### src/utf8_stream_decoder_core_macros.svh
// Assertion helpers for the UTF-8 stream decoder.
`ifndef UTF8_STREAM_DECODER_CORE_MACROS_SVH
`define UTF8_STREAM_DECODER_CORE_MACROS_SVH

// The consequent must hold in the same cycle as the antecedent.
`define USD_ASSERT_SAME(label, ante, cons, msg) \
  label: assert property (@(posedge clk) disable iff (!rst_n) (ante) |-> (cons)) \
    else $error(msg);

// The consequent must hold in the cycle after the antecedent.
`define USD_ASSERT_NEXT(label, ante, cons, msg) \
  label: assert property (@(posedge clk) disable iff (!rst_n) (ante) |=> (cons)) \
    else $error(msg);

`endif

### src/usd_pkg.sv
`default_nettype none

package usd_pkg;

  localparam int unsigned ByteW    = 8;
  localparam int unsigned CpW      = 21;
  localparam int unsigned IdxOutW  = 24;
  localparam int unsigned IndexW   = 24;
  localparam int unsigned PendW    = 2;
  localparam int unsigned ContBits = 6;

  localparam logic [PendW-1:0] PendNone  = 2'd0;
  localparam logic [PendW-1:0] PendOne   = 2'd1;
  localparam logic [PendW-1:0] PendTwo   = 2'd2;
  localparam logic [PendW-1:0] PendThree = 2'd3;

  localparam logic [2:0] LeadTwoTag   = 3'b110;
  localparam logic [3:0] LeadThreeTag = 4'b1110;

  typedef logic [ByteW-1:0]   byte_t;
  typedef logic [CpW-1:0]     cp_t;
  typedef logic [PendW-1:0]   pend_t;
  typedef logic [IndexW-1:0]  index_t;
  typedef logic [IdxOutW-1:0] idx_out_t;

  typedef struct packed {
    logic emit;
    cp_t  codepoint;
    logic truncated;
    logic string_end;
  } result_t;

  typedef struct packed {
    cp_t   partial;
    pend_t pending;
  } seq_state_t;

endpackage

`default_nettype wire

### src/usd_if.sv
`default_nettype none

interface usd_in_if;
  logic          valid;
  logic          ready;
  usd_pkg::byte_t data_byte;
  logic          last_byte;

  modport source (output valid, output data_byte, output last_byte, input ready);
  modport sink (input valid, input data_byte, input last_byte, output ready);
endinterface

interface usd_out_if;
  logic               valid;
  logic               ready;
  usd_pkg::cp_t       codepoint;
  usd_pkg::idx_out_t  codepoint_index;
  logic               truncated;
  logic               string_end;

  modport source (output valid, output codepoint, output codepoint_index,
                  output truncated, output string_end, input ready);
  modport sink (input valid, input codepoint, input codepoint_index,
                input truncated, input string_end, output ready);
endinterface

`default_nettype wire

### src/usd_decode.sv
`default_nettype none

module usd_decode (
  input  usd_pkg::byte_t     data_byte,
  input  logic               last_byte,
  input  usd_pkg::seq_state_t cur,
  output usd_pkg::seq_state_t nxt,
  output usd_pkg::result_t   res
);

  usd_pkg::seq_state_t upd;
  logic                done;
  usd_pkg::cp_t        padded;

  always_comb begin
    upd  = cur;
    done = 1'b0;
    if (cur.pending == usd_pkg::PendNone) begin
      if (!data_byte[7]) begin
        upd.partial = usd_pkg::CpW'(data_byte);
        done        = 1'b1;
      end else if (data_byte[7:5] == usd_pkg::LeadTwoTag) begin
        upd.partial = usd_pkg::CpW'(data_byte[4:0]);
        upd.pending = usd_pkg::PendOne;
      end else if (data_byte[7:4] == usd_pkg::LeadThreeTag) begin
        upd.partial = usd_pkg::CpW'(data_byte[3:0]);
        upd.pending = usd_pkg::PendTwo;
      end else begin
        upd.partial = usd_pkg::CpW'(data_byte[2:0]);
        upd.pending = usd_pkg::PendThree;
      end
    end else begin
      upd.partial = {cur.partial[usd_pkg::CpW-usd_pkg::ContBits-1:0],
                     data_byte[usd_pkg::ContBits-1:0]};
      upd.pending = cur.pending - usd_pkg::PendOne;
      done        = (upd.pending == usd_pkg::PendNone);
    end
  end

  // Missing continuation bytes of a cut-short sequence count as zero bits.
  always_comb begin
    unique case (upd.pending)
      usd_pkg::PendOne:   padded = upd.partial << 6;
      usd_pkg::PendTwo:   padded = upd.partial << 12;
      usd_pkg::PendThree: padded = upd.partial << 18;
      default:            padded = upd.partial;
    endcase
  end

  always_comb begin
    res.emit       = done || last_byte;
    res.codepoint  = done ? upd.partial : padded;
    res.truncated  = !done;
    res.string_end = last_byte;
    if (done || last_byte) begin
      nxt.partial = '0;
    end else begin
      nxt.partial = upd.partial;
    end
    nxt.pending = last_byte ? usd_pkg::PendNone : upd.pending;
  end

endmodule

`default_nettype wire

### src/usd_index.sv
`default_nettype none

module usd_index (
  input  logic            clk,
  input  logic            rst_n,
  input  logic            tick,
  input  logic            clear,
  output usd_pkg::index_t count
);

  usd_pkg::index_t count_r;
  usd_pkg::index_t count_nxt;

  always_comb begin
    count_nxt = count_r;
    if (clear) begin
      count_nxt = '0;
    end else if (tick && (count_r != '1)) begin
      count_nxt = count_r + usd_pkg::IndexW'(1);
    end
  end

  always_ff @(posedge clk) begin
    if (!rst_n) begin
      count_r <= '0;
    end else begin
      count_r <= count_nxt;
    end
  end

  assign count = count_r;

endmodule

`default_nettype wire

### src/utf8_stream_decoder_core.sv
// UTF-8 stream decoder.
// The in_ch channel takes one byte of a UTF-8 string per beat, with last_byte
// set on the final byte. The out_ch channel gives one beat per decoded
// codepoint, carrying the codepoint, its ordinal in the string (saturating),
// a truncated flag and a string_end flag on the beat caused by the last byte.
// A lead byte sets the sequence length and no validation is done; a string
// that ends inside a sequence gives a beat with the missing bits as zero.
// An accepted byte sits in an input register, is decoded by short logic
// against the sequence state, and any result is loaded into the output
// register that drives out_ch.valid. Throughput is one byte per cycle unless
// a stalled output register blocks a byte with a result; a byte that
// completes nothing does not use the output register at all.
// When the receiver stalls, the output register holds its beat, and the input
// register keeps taking bytes until it holds a byte that has a result to give.
// Synchronous reset clears both registers' valid flags, the partial sequence
// and the ordinal counter; the last byte of each string clears those two too.

`default_nettype none

`include "utf8_stream_decoder_core_macros.svh"

module utf8_stream_decoder_core (
  input  logic              clk,
  input  logic              rst_n,
  usd_in_if.sink            in_ch,
  usd_out_if.source         out_ch
);

  logic                stage_valid_r;
  usd_pkg::byte_t      stage_byte_r;
  logic                stage_last_r;
  usd_pkg::seq_state_t seq_r;
  usd_pkg::seq_state_t seq_nxt;
  usd_pkg::result_t    res;
  usd_pkg::index_t     count;
  logic                out_valid_r;
  usd_pkg::cp_t        out_cp_r;
  usd_pkg::idx_out_t   out_idx_r;
  logic                out_trunc_r;
  logic                out_end_r;
  logic                advance;
  logic                load_out;

  usd_decode u_decode (
    .data_byte (stage_byte_r),
    .last_byte (stage_last_r),
    .cur       (seq_r),
    .nxt       (seq_nxt),
    .res       (res)
  );

  usd_index u_index (
    .clk   (clk),
    .rst_n (rst_n),
    .tick  (load_out),
    .clear (advance && stage_last_r),
    .count (count)
  );

  assign advance  = stage_valid_r && (!res.emit || !out_valid_r || out_ch.ready);
  assign load_out = advance && res.emit;
  assign in_ch.ready = !stage_valid_r || advance;

  always_ff @(posedge clk) begin
    if (!rst_n) begin
      stage_valid_r <= 1'b0;
    end else if (in_ch.ready) begin
      stage_valid_r <= in_ch.valid;
    end
  end

  always_ff @(posedge clk) begin
    if (in_ch.ready && in_ch.valid) begin
      stage_byte_r <= in_ch.data_byte;
      stage_last_r <= in_ch.last_byte;
    end
  end

  always_ff @(posedge clk) begin
    if (!rst_n) begin
      seq_r <= '0;
    end else if (advance) begin
      seq_r <= seq_nxt;
    end
  end

  always_ff @(posedge clk) begin
    if (!rst_n) begin
      out_valid_r <= 1'b0;
    end else if (load_out) begin
      out_valid_r <= 1'b1;
    end else if (out_ch.ready) begin
      out_valid_r <= 1'b0;
    end
  end

  always_ff @(posedge clk) begin
    if (load_out) begin
      out_cp_r    <= res.codepoint;
      out_idx_r   <= usd_pkg::IdxOutW'(count);
      out_trunc_r <= res.truncated;
      out_end_r   <= res.string_end;
    end
  end

  assign out_ch.valid           = out_valid_r;
  assign out_ch.codepoint       = out_cp_r;
  assign out_ch.codepoint_index = out_idx_r;
  assign out_ch.truncated       = out_trunc_r;
  assign out_ch.string_end      = out_end_r;

  `USD_ASSERT_NEXT(a_stall_keeps_byte, stage_valid_r && !advance, stage_valid_r,
    "stalled byte was dropped from the input register")
  `USD_ASSERT_NEXT(a_last_clears_count, advance && stage_last_r, count == '0,
    "ordinal counter not cleared after the last byte")
  `USD_ASSERT_SAME(a_idle_seq_empty, seq_r.pending == usd_pkg::PendNone,
    seq_r.partial == '0, "partial bits left over with no sequence open")
  `USD_ASSERT_SAME(a_trunc_only_at_end, out_valid_r && out_trunc_r, out_end_r,
    "truncated beat without string end")

endmodule

`default_nettype wire
### src/flat_wrapper.sv
// flat-port wrapper written by rule: the top's interface ports become plain ports
module utf8_stream_decoder_core_flat 
  (clk, rst_n, in_ch_valid, in_ch_data_byte, in_ch_last_byte, in_ch_ready, out_ch_valid, out_ch_codepoint, out_ch_codepoint_index, out_ch_truncated, out_ch_string_end, out_ch_ready);
  usd_in_if in_ch_i ();
  usd_out_if out_ch_i ();
  input  logic clk;
  input  logic rst_n;
  input wire logic [$bits(in_ch_i.valid)-1:0] in_ch_valid;
  input wire logic [$bits(in_ch_i.data_byte)-1:0] in_ch_data_byte;
  input wire logic [$bits(in_ch_i.last_byte)-1:0] in_ch_last_byte;
  output wire logic [$bits(in_ch_i.ready)-1:0] in_ch_ready;
  output wire logic [$bits(out_ch_i.valid)-1:0] out_ch_valid;
  output wire logic [$bits(out_ch_i.codepoint)-1:0] out_ch_codepoint;
  output wire logic [$bits(out_ch_i.codepoint_index)-1:0] out_ch_codepoint_index;
  output wire logic [$bits(out_ch_i.truncated)-1:0] out_ch_truncated;
  output wire logic [$bits(out_ch_i.string_end)-1:0] out_ch_string_end;
  input wire logic [$bits(out_ch_i.ready)-1:0] out_ch_ready;
  assign in_ch_i.valid = in_ch_valid;
  assign in_ch_i.data_byte = in_ch_data_byte;
  assign in_ch_i.last_byte = in_ch_last_byte;
  assign in_ch_ready = in_ch_i.ready;
  assign out_ch_valid = out_ch_i.valid;
  assign out_ch_codepoint = out_ch_i.codepoint;
  assign out_ch_codepoint_index = out_ch_i.codepoint_index;
  assign out_ch_truncated = out_ch_i.truncated;
  assign out_ch_string_end = out_ch_i.string_end;
  assign out_ch_i.ready = out_ch_ready;
  utf8_stream_decoder_core u_core (.clk(clk), .rst_n(rst_n), .in_ch(in_ch_i), .out_ch(out_ch_i));
endmodule
### config.mk
export PLATFORM = sky130hd
export DESIGN_NAME = utf8_stream_decoder_core_flat
export DESIGN_NICKNAME = d
export VERILOG_FILES = /design/src/usd_pkg.sv /design/src/usd_if.sv /design/src/usd_decode.sv /design/src/usd_index.sv /design/src/utf8_stream_decoder_core.sv /design/src/flat_wrapper.sv
export VERILOG_INCLUDE_DIRS = /design/src /design/src/src
export SDC_FILE = /design/constraint.sdc
export NUM_CORES = 1
export LEC_CHECK = 0
export BUFFER_PORTS_ARGS = -buffer_cell sky130_fd_sc_hd__buf_2
export CAP_MARGIN = 20
export CORE_MARGIN = 4
export CORE_UTILIZATION = 30
export CTS_BUF_LIST = sky130_fd_sc_hd__clkbuf_8 sky130_fd_sc_hd__clkbuf_16
export CTS_CLUSTER_SIZE = 8
export DETAILED_ROUTE_END_ITERATION = 8
export PLACE_DENSITY = 0.48
export SETUP_SLACK_MARGIN = 0.4
export SYNTH_ARGS = -nofsm -noshare
export SYNTH_HDL_FRONTEND = slang
export SYNTH_SLANG_ARGS = --single-unit
### constraint.sdc
create_clock -name clk -period 6.5 [get_ports clk]
set_input_delay 1.3 -clock clk [delete_from_list [all_inputs] [get_ports clk]]
set_output_delay 1.3 -clock clk [all_outputs]
set_load 0.03 [all_outputs]
After elaboration in Yosys (flattened, before gate mapping)
Cells that the tools add are included.
Storage, ports and cells
  bits in registers: 99
  input port bits: 13
  word-level logic and storage cells: 50
Cells by class
  add/sub/neg operators: 2
  equality and inequality tests: 6
  multiplexer cells: 13
  bitwise logic cells: 1
  reduce and logical (&&, ||, !) cells: 17
Operator list (count)
  $pmux 21 s3: 1
  $mux 23: 2
  $mux 21: 2
  $add 24x1->24 const B: 1
  $ne 24x24->1 const B: 1
  $mux 15: 1
  $mux 6: 1
  $logic_and 1x1->1: 5
  $eq 2x2->1 const B: 2
  $eq 4x4->1 const B: 1
  $logic_not 1->1: 4
  $logic_not 2->1: 2
  $logic_or 1x1->1: 4
  $mux 1: 4
  $mux 2: 2
  $eq 3x3->1 const B: 1
  $eq 2x1->1 const B: 1
  $reduce_bool 2->1: 1
  $reduce_or 2->1: 1
  $sub 2x1->2 const B: 1
  $not 1->1: 1

Depth between registers and ports, before layout
  word-level depth: 10
  gate-level depth with buffers: 8

By module
A second synthesis with hierarchy kept.
Unflattened totals
  cells, all modules: 434
  area total of the unflattened synthesis: 4825.9 µm²
By module, submodules not included
  utf8_stream_decoder_core: times used 1, cells an instance 168, area each 2727.6 µm²
  usd_index: times used 1, cells an instance 172, area each 1456.4 µm²
  usd_decode: times used 1, cells an instance 94, area each 641.9 µm²

Worst setup path after synthesis
No wires, ideal clock.
  path kind: input to register
  from: input out_ch_ready
  to: register u_core.out_cp_r[0], in the netlist u_core.out_ch.codepoint[0], enable pin
  setup time: 402 ps
  data arrival time: 2895 ps
  setup slack: 3203 ps
  stages: 4
  path buffers: 0
  path through: nand2b_1 -> nand2_1 -> or2_2 -> inv_1
On the way
  longest elaborated chain between the ends: 3
Ends and longest elaborated chain
  start: declaration: line flat_wrapper.sv:17  | input wire logic [$bits(out_ch_i.ready)-1:0] out_ch_ready;
  $logic_or 1x1->1: line utf8_stream_decoder_core.sv:60  | assign advance = stage_valid_r && (!res.emit || !out_valid_r || out_ch.ready);
  $logic_and 1x1->1: line utf8_stream_decoder_core.sv:60
  $logic_and 1x1->1: line utf8_stream_decoder_core.sv:61  | assign load_out = advance && res.emit;
  via u_core.load_out: line utf8_stream_decoder_core.sv:42  | logic load_out;
  end signal: assignment: line utf8_stream_decoder_core.sv:99  | out_cp_r <= res.codepoint;
  end: declaration: line utf8_stream_decoder_core.sv:37  | usd_pkg::cp_t out_cp_r;
The timed path passes the listed nets, and every way through them passes these cells.
A chain may end at the register's enable or synchronous reset.

Worst setup path after layout
  from: register u_core.seq_r[0] in the netlist's numbering
  to: output in_ch_ready
On the way
  longest elaborated chain between the ends: 9
  elaborated cells between the ends (all ways): 10
Ends and longest elaborated chain
  start: declaration: line utf8_stream_decoder_core.sv:32  | usd_pkg::seq_state_t seq_r;
  start signal: assignment: line utf8_stream_decoder_core.sv:83  | seq_r <= seq_nxt;
  $sub 2x1->2: line usd_decode.sv:35  | upd.pending = cur.pending - usd_pkg::PendOne;
  $logic_not 2->1: line usd_decode.sv:36  | done = (upd.pending == usd_pkg::PendNone);
  $mux 1 (*): line usd_decode.sv:18  | if (cur.pending == usd_pkg::PendNone) begin
  $logic_or 1x1->1 (*): line usd_decode.sv:51  | res.emit = done || last_byte;
  $logic_not 1->1 (*): line utf8_stream_decoder_core.sv:60
  $logic_or 1x1->1 (*) (2 in a row): line utf8_stream_decoder_core.sv:60
  $logic_and 1x1->1 (*): line utf8_stream_decoder_core.sv:60
  $logic_or 1x1->1 (*): line utf8_stream_decoder_core.sv:62  | assign in_ch.ready = !stage_valid_r || advance;
  end: declaration: line flat_wrapper.sv:11  | output wire logic [$bits(in_ch_i.ready)-1:0] in_ch_ready;
Mark *: on every way between the ends. The rest lies on a longest branch, timed or not.

==> flow_summary_export.csv <==
group,metric,value,unit
clock_tree,h-tree-depth,3,
clock_tree,post_cts_buffers,0,
synthesis,ys_seq_area_share,61.4,%
timing,tightest_slew,1010,ps
timing,maxSlewViolCount,0,
detailed_routing,route.detailed.drc,0,
global_route,met3_usage,2.73,%
worst_setup_path,crit_required,5200,ps
layout,area_delta_synth_final,19.3,%
detailed_routing,routedWlPerCell,16.2,microns
detailed_routing,first_iter_violations,258,
synthesis,synthesis.instances,374,
power_and_ir_drop,switching_share,21.5,%
hold_path,hp-class,"reg2reg",
clock_tree,hold_buffers,0,
worst_setup_path,r2r_cells,5,
detailed_routing,antenna_left,0,
layout,antenna_cells,0,
clock_tree,cts_tree,"built",
global_route,grt_pass1_vias,3052,
power_and_ir_drop,pwr-share-clk,43.9,%
global_route,grt_pass1_wl,16200,microns
placement,io_buffers,61,
synthesis,yosys_warnings,0,
floorplan,die_h,125,microns
worst_setup_path,critPathKind,"reg2out",
detailed_routing,firstDrtPassIters,6,
power_and_ir_drop,combPwrFrac,5.4,%
clock_tree,insertion_delay,340,ps
layout,drive_above_1_share,20.8,%
power_and_ir_drop,p_per_area,275,nW/um^2
clock_tree,cts.sinks,99,
timing,rsz0062_at_grt,"false",
synthesis,synth_enable_flop_cells,56,
timing,hold_viol_final,0,
synthesis,synth.net_count,388,
timing,period_needed,3710,ps
detailed_routing,routed_wirelength,9890,microns
timing,slew_headroom,32.7,%
synthesis,async_reset_ff_share,0,%
power_and_ir_drop,p_sw,0.292,mW
global_route,track_usage,12.6,%
floorplan,fp-row-count,42,
synthesis,syn_area_per_cell,11.1,sq um
floorplan,design.portCount,62,
global_route,grt-ovfl-total,0,
power_and_ir_drop,leakage,1.75,nW
clock_tree,post_cts_resize_count,0,
layout,nNetsFinal,442,
clock_tree,cts_root_buf,"clkbuf_16",
global_route,use_met2,18.3,%
floorplan,die_w,125,microns
placement,dp_slack,2960,ps
synthesis,post-synth-top-area-cell,"edfxtp_1",
timing,fmax,269,MHz
floorplan,start_util,30.9,%
worst_setup_path,arrival,2410,ps
timing,setup_violations,0,
global_route,antenna_found_initial,0,
job,drv_cap,0,
synthesis,synthFlopType,"edfxtp_1",
placement,place.gp.congestion,0.777,
clock_tree,clk_pin_slew_worst_paths,70,ps
worst_setup_path,cp-end-kind,"output pin",
power_and_ir_drop,seqPwrFrac,50.7,%
global_route,grt_busiest_layer,"met1",
global_route,use_met1,18.3,%
timing,skew,6.55,ps
power_and_ir_drop,finalPower,1.36,mW
timing,worst_slack,2790,ps
floorplan,die_area,15700,sq um
synthesis,synth_top_cell_area_share,40.6,%
layout,instances_no_fill,609,
placement,place_inst,591,
global_route,grt_max_degree,49,
synthesis,ys_top_cells_by_area,"edfxtp_1 41%, dfxtp_1 21%, a21oi_1 3.9%",
timing,period_share,57.1,%
worst_setup_path,path_max_fanout,19,
worst_setup_path,cp-start-kind,"register",
synthesis,synth_seq_cells,99,
synthesis,synth_cell_types,52,
detailed_routing,viasPerCell,5.23,
clock_tree,cts_made_buffers,9,
worst_setup_path,reg2reg_setup_slack,3490,ps
synthesis,synth_area,4140,sq um
outcome,outcome,"finished, final reports clean",
power_and_ir_drop,p_int,1.06,mW
power_and_ir_drop,peakVddDrop,108,uV
placement,hpwlAfterDp,6540,microns
clock_tree,cts_buffer_depth,2,
hold_path,min_path_cells,2,
detailed_routing,vias,3184,
timing,tns,0,ps
floorplan,core,13400,sq um
[cells in the mapped netlist, types with 3 or more instances]
cell and number:
a21oi_1 32, a222oi_1 4, a22o_1 4, a22oi_1 8, a31oi_1 3, and3_1 7, buf_2 3, clkbuf_1 15
dfxtp_1 43, edfxtp_1 56, inv_1 14, mux2i_1 6, nand2_1 28, nand2b_1 3, nand3_1 16, nand4_1 6
nor2_1 25, nor2b_1 4, nor3_1 7, nor4_1 3, o21ai_0 13, o31ai_1 15, or2_2 3, or3_1 8
or4_1 14, or4_2 3
[final timing paths]
check,from,end
max,u_core.seq_r[0],in_ch_ready
min,u_core.seq_r[7],u_core.seq_r[7]
max reg2reg,u_core.seq_r[0],u_core.u_index.count[15]
min reg2reg,u_core.seq_r[7],u_core.seq_r[7]
[worst max-delay path, cell delays in order, from the launching register on]
cell and delay (ps):
dfxtp_1 800, nand2b_2 430, a21oi_4 190, nor3b_1 390
inv_1 70, buf_2 180
[power groups by stage]
stage	registers, mW	logic [mW]	clock network [mW]
2_1_floorplan	0.714	0.0365	0
3_3_place_gp	0.702	0.0736	0
3_5_place_dp	0.702	0.0745	0
4_1_cts	0.688	0.0746	0.607
5_1_grt	0.690	0.0807	0.628
6_report	0.688	0.0739	0.595
[sequential cells by signal, summed over array words and instances (netlist names)]
register	flops
u_core.out_ch.truncated	1
u_core.seq_r	17
u_core.stage_last_r	1
u_core.out_ch.valid	1
u_core.stage_byte_r	8
u_core.u_index.count	24
u_core.out_ch.codepoint	21
u_core.out_ch.codepoint_index	24
u_core.out_ch.string_end	1
u_core.stage_valid_r	1
[layout make-up]
class	instances	area [sq um]
flip-flops and latches	99	2540
well taps	176	220
clock buffers	12	267
clock inverters	4	72.6
multi-input cells	240	1460
fillers	1348	8460
repair buffers	64	329
inverters	14	52.6
[per-layer routing]
layer | routed length [microns] | part of all wire [%]
met4 | 157 | 1.6
met3 | 478 | 4.8
met5 | 0 | 0
met2 | 4190 | 42
met1 | 5070 | 51
[through the flow]
step	utilization (%)	area, sq um	hold WS, ps
after detailed placement	34.2	4590	484
after CTS	36.8	4920	494
after global placement	34.2	4590	474
after floorplan	-	4140	424
after global routing	36.9	4940	515
final	36.9	4940	495
[layout by cell type (no fill, tap or decap), types with 7 or more instances in the layout]
cell / n
or3_1: 8
a22oi_1: 8
buf_2: 62
a21oi_1: 32
o21ai_0: 12
and3_1: 7
nor3_1: 7
clkbuf_16: 9
o31ai_1: 15
inv_1: 14
edfxtp_1: 56
nand3_1: 16
dfxtp_1: 43
nand2_1: 28
or4_1: 14
nor2_1: 25
[logic make-up (layout without fill, tap and decap cells)]
group,after synthesis,count (layout),synth area share (%)
AOI/OAI and AO/OA,96,96,15.6
buffers and inverters,35,94,3.38
adders and majority gates,1,1,0.302
DFF,99,99,61.4
and+or+nand+nor,137,137,17.9
muxes,6,6,1.45
No activity file was read; power rests on OpenSTA's default activity.
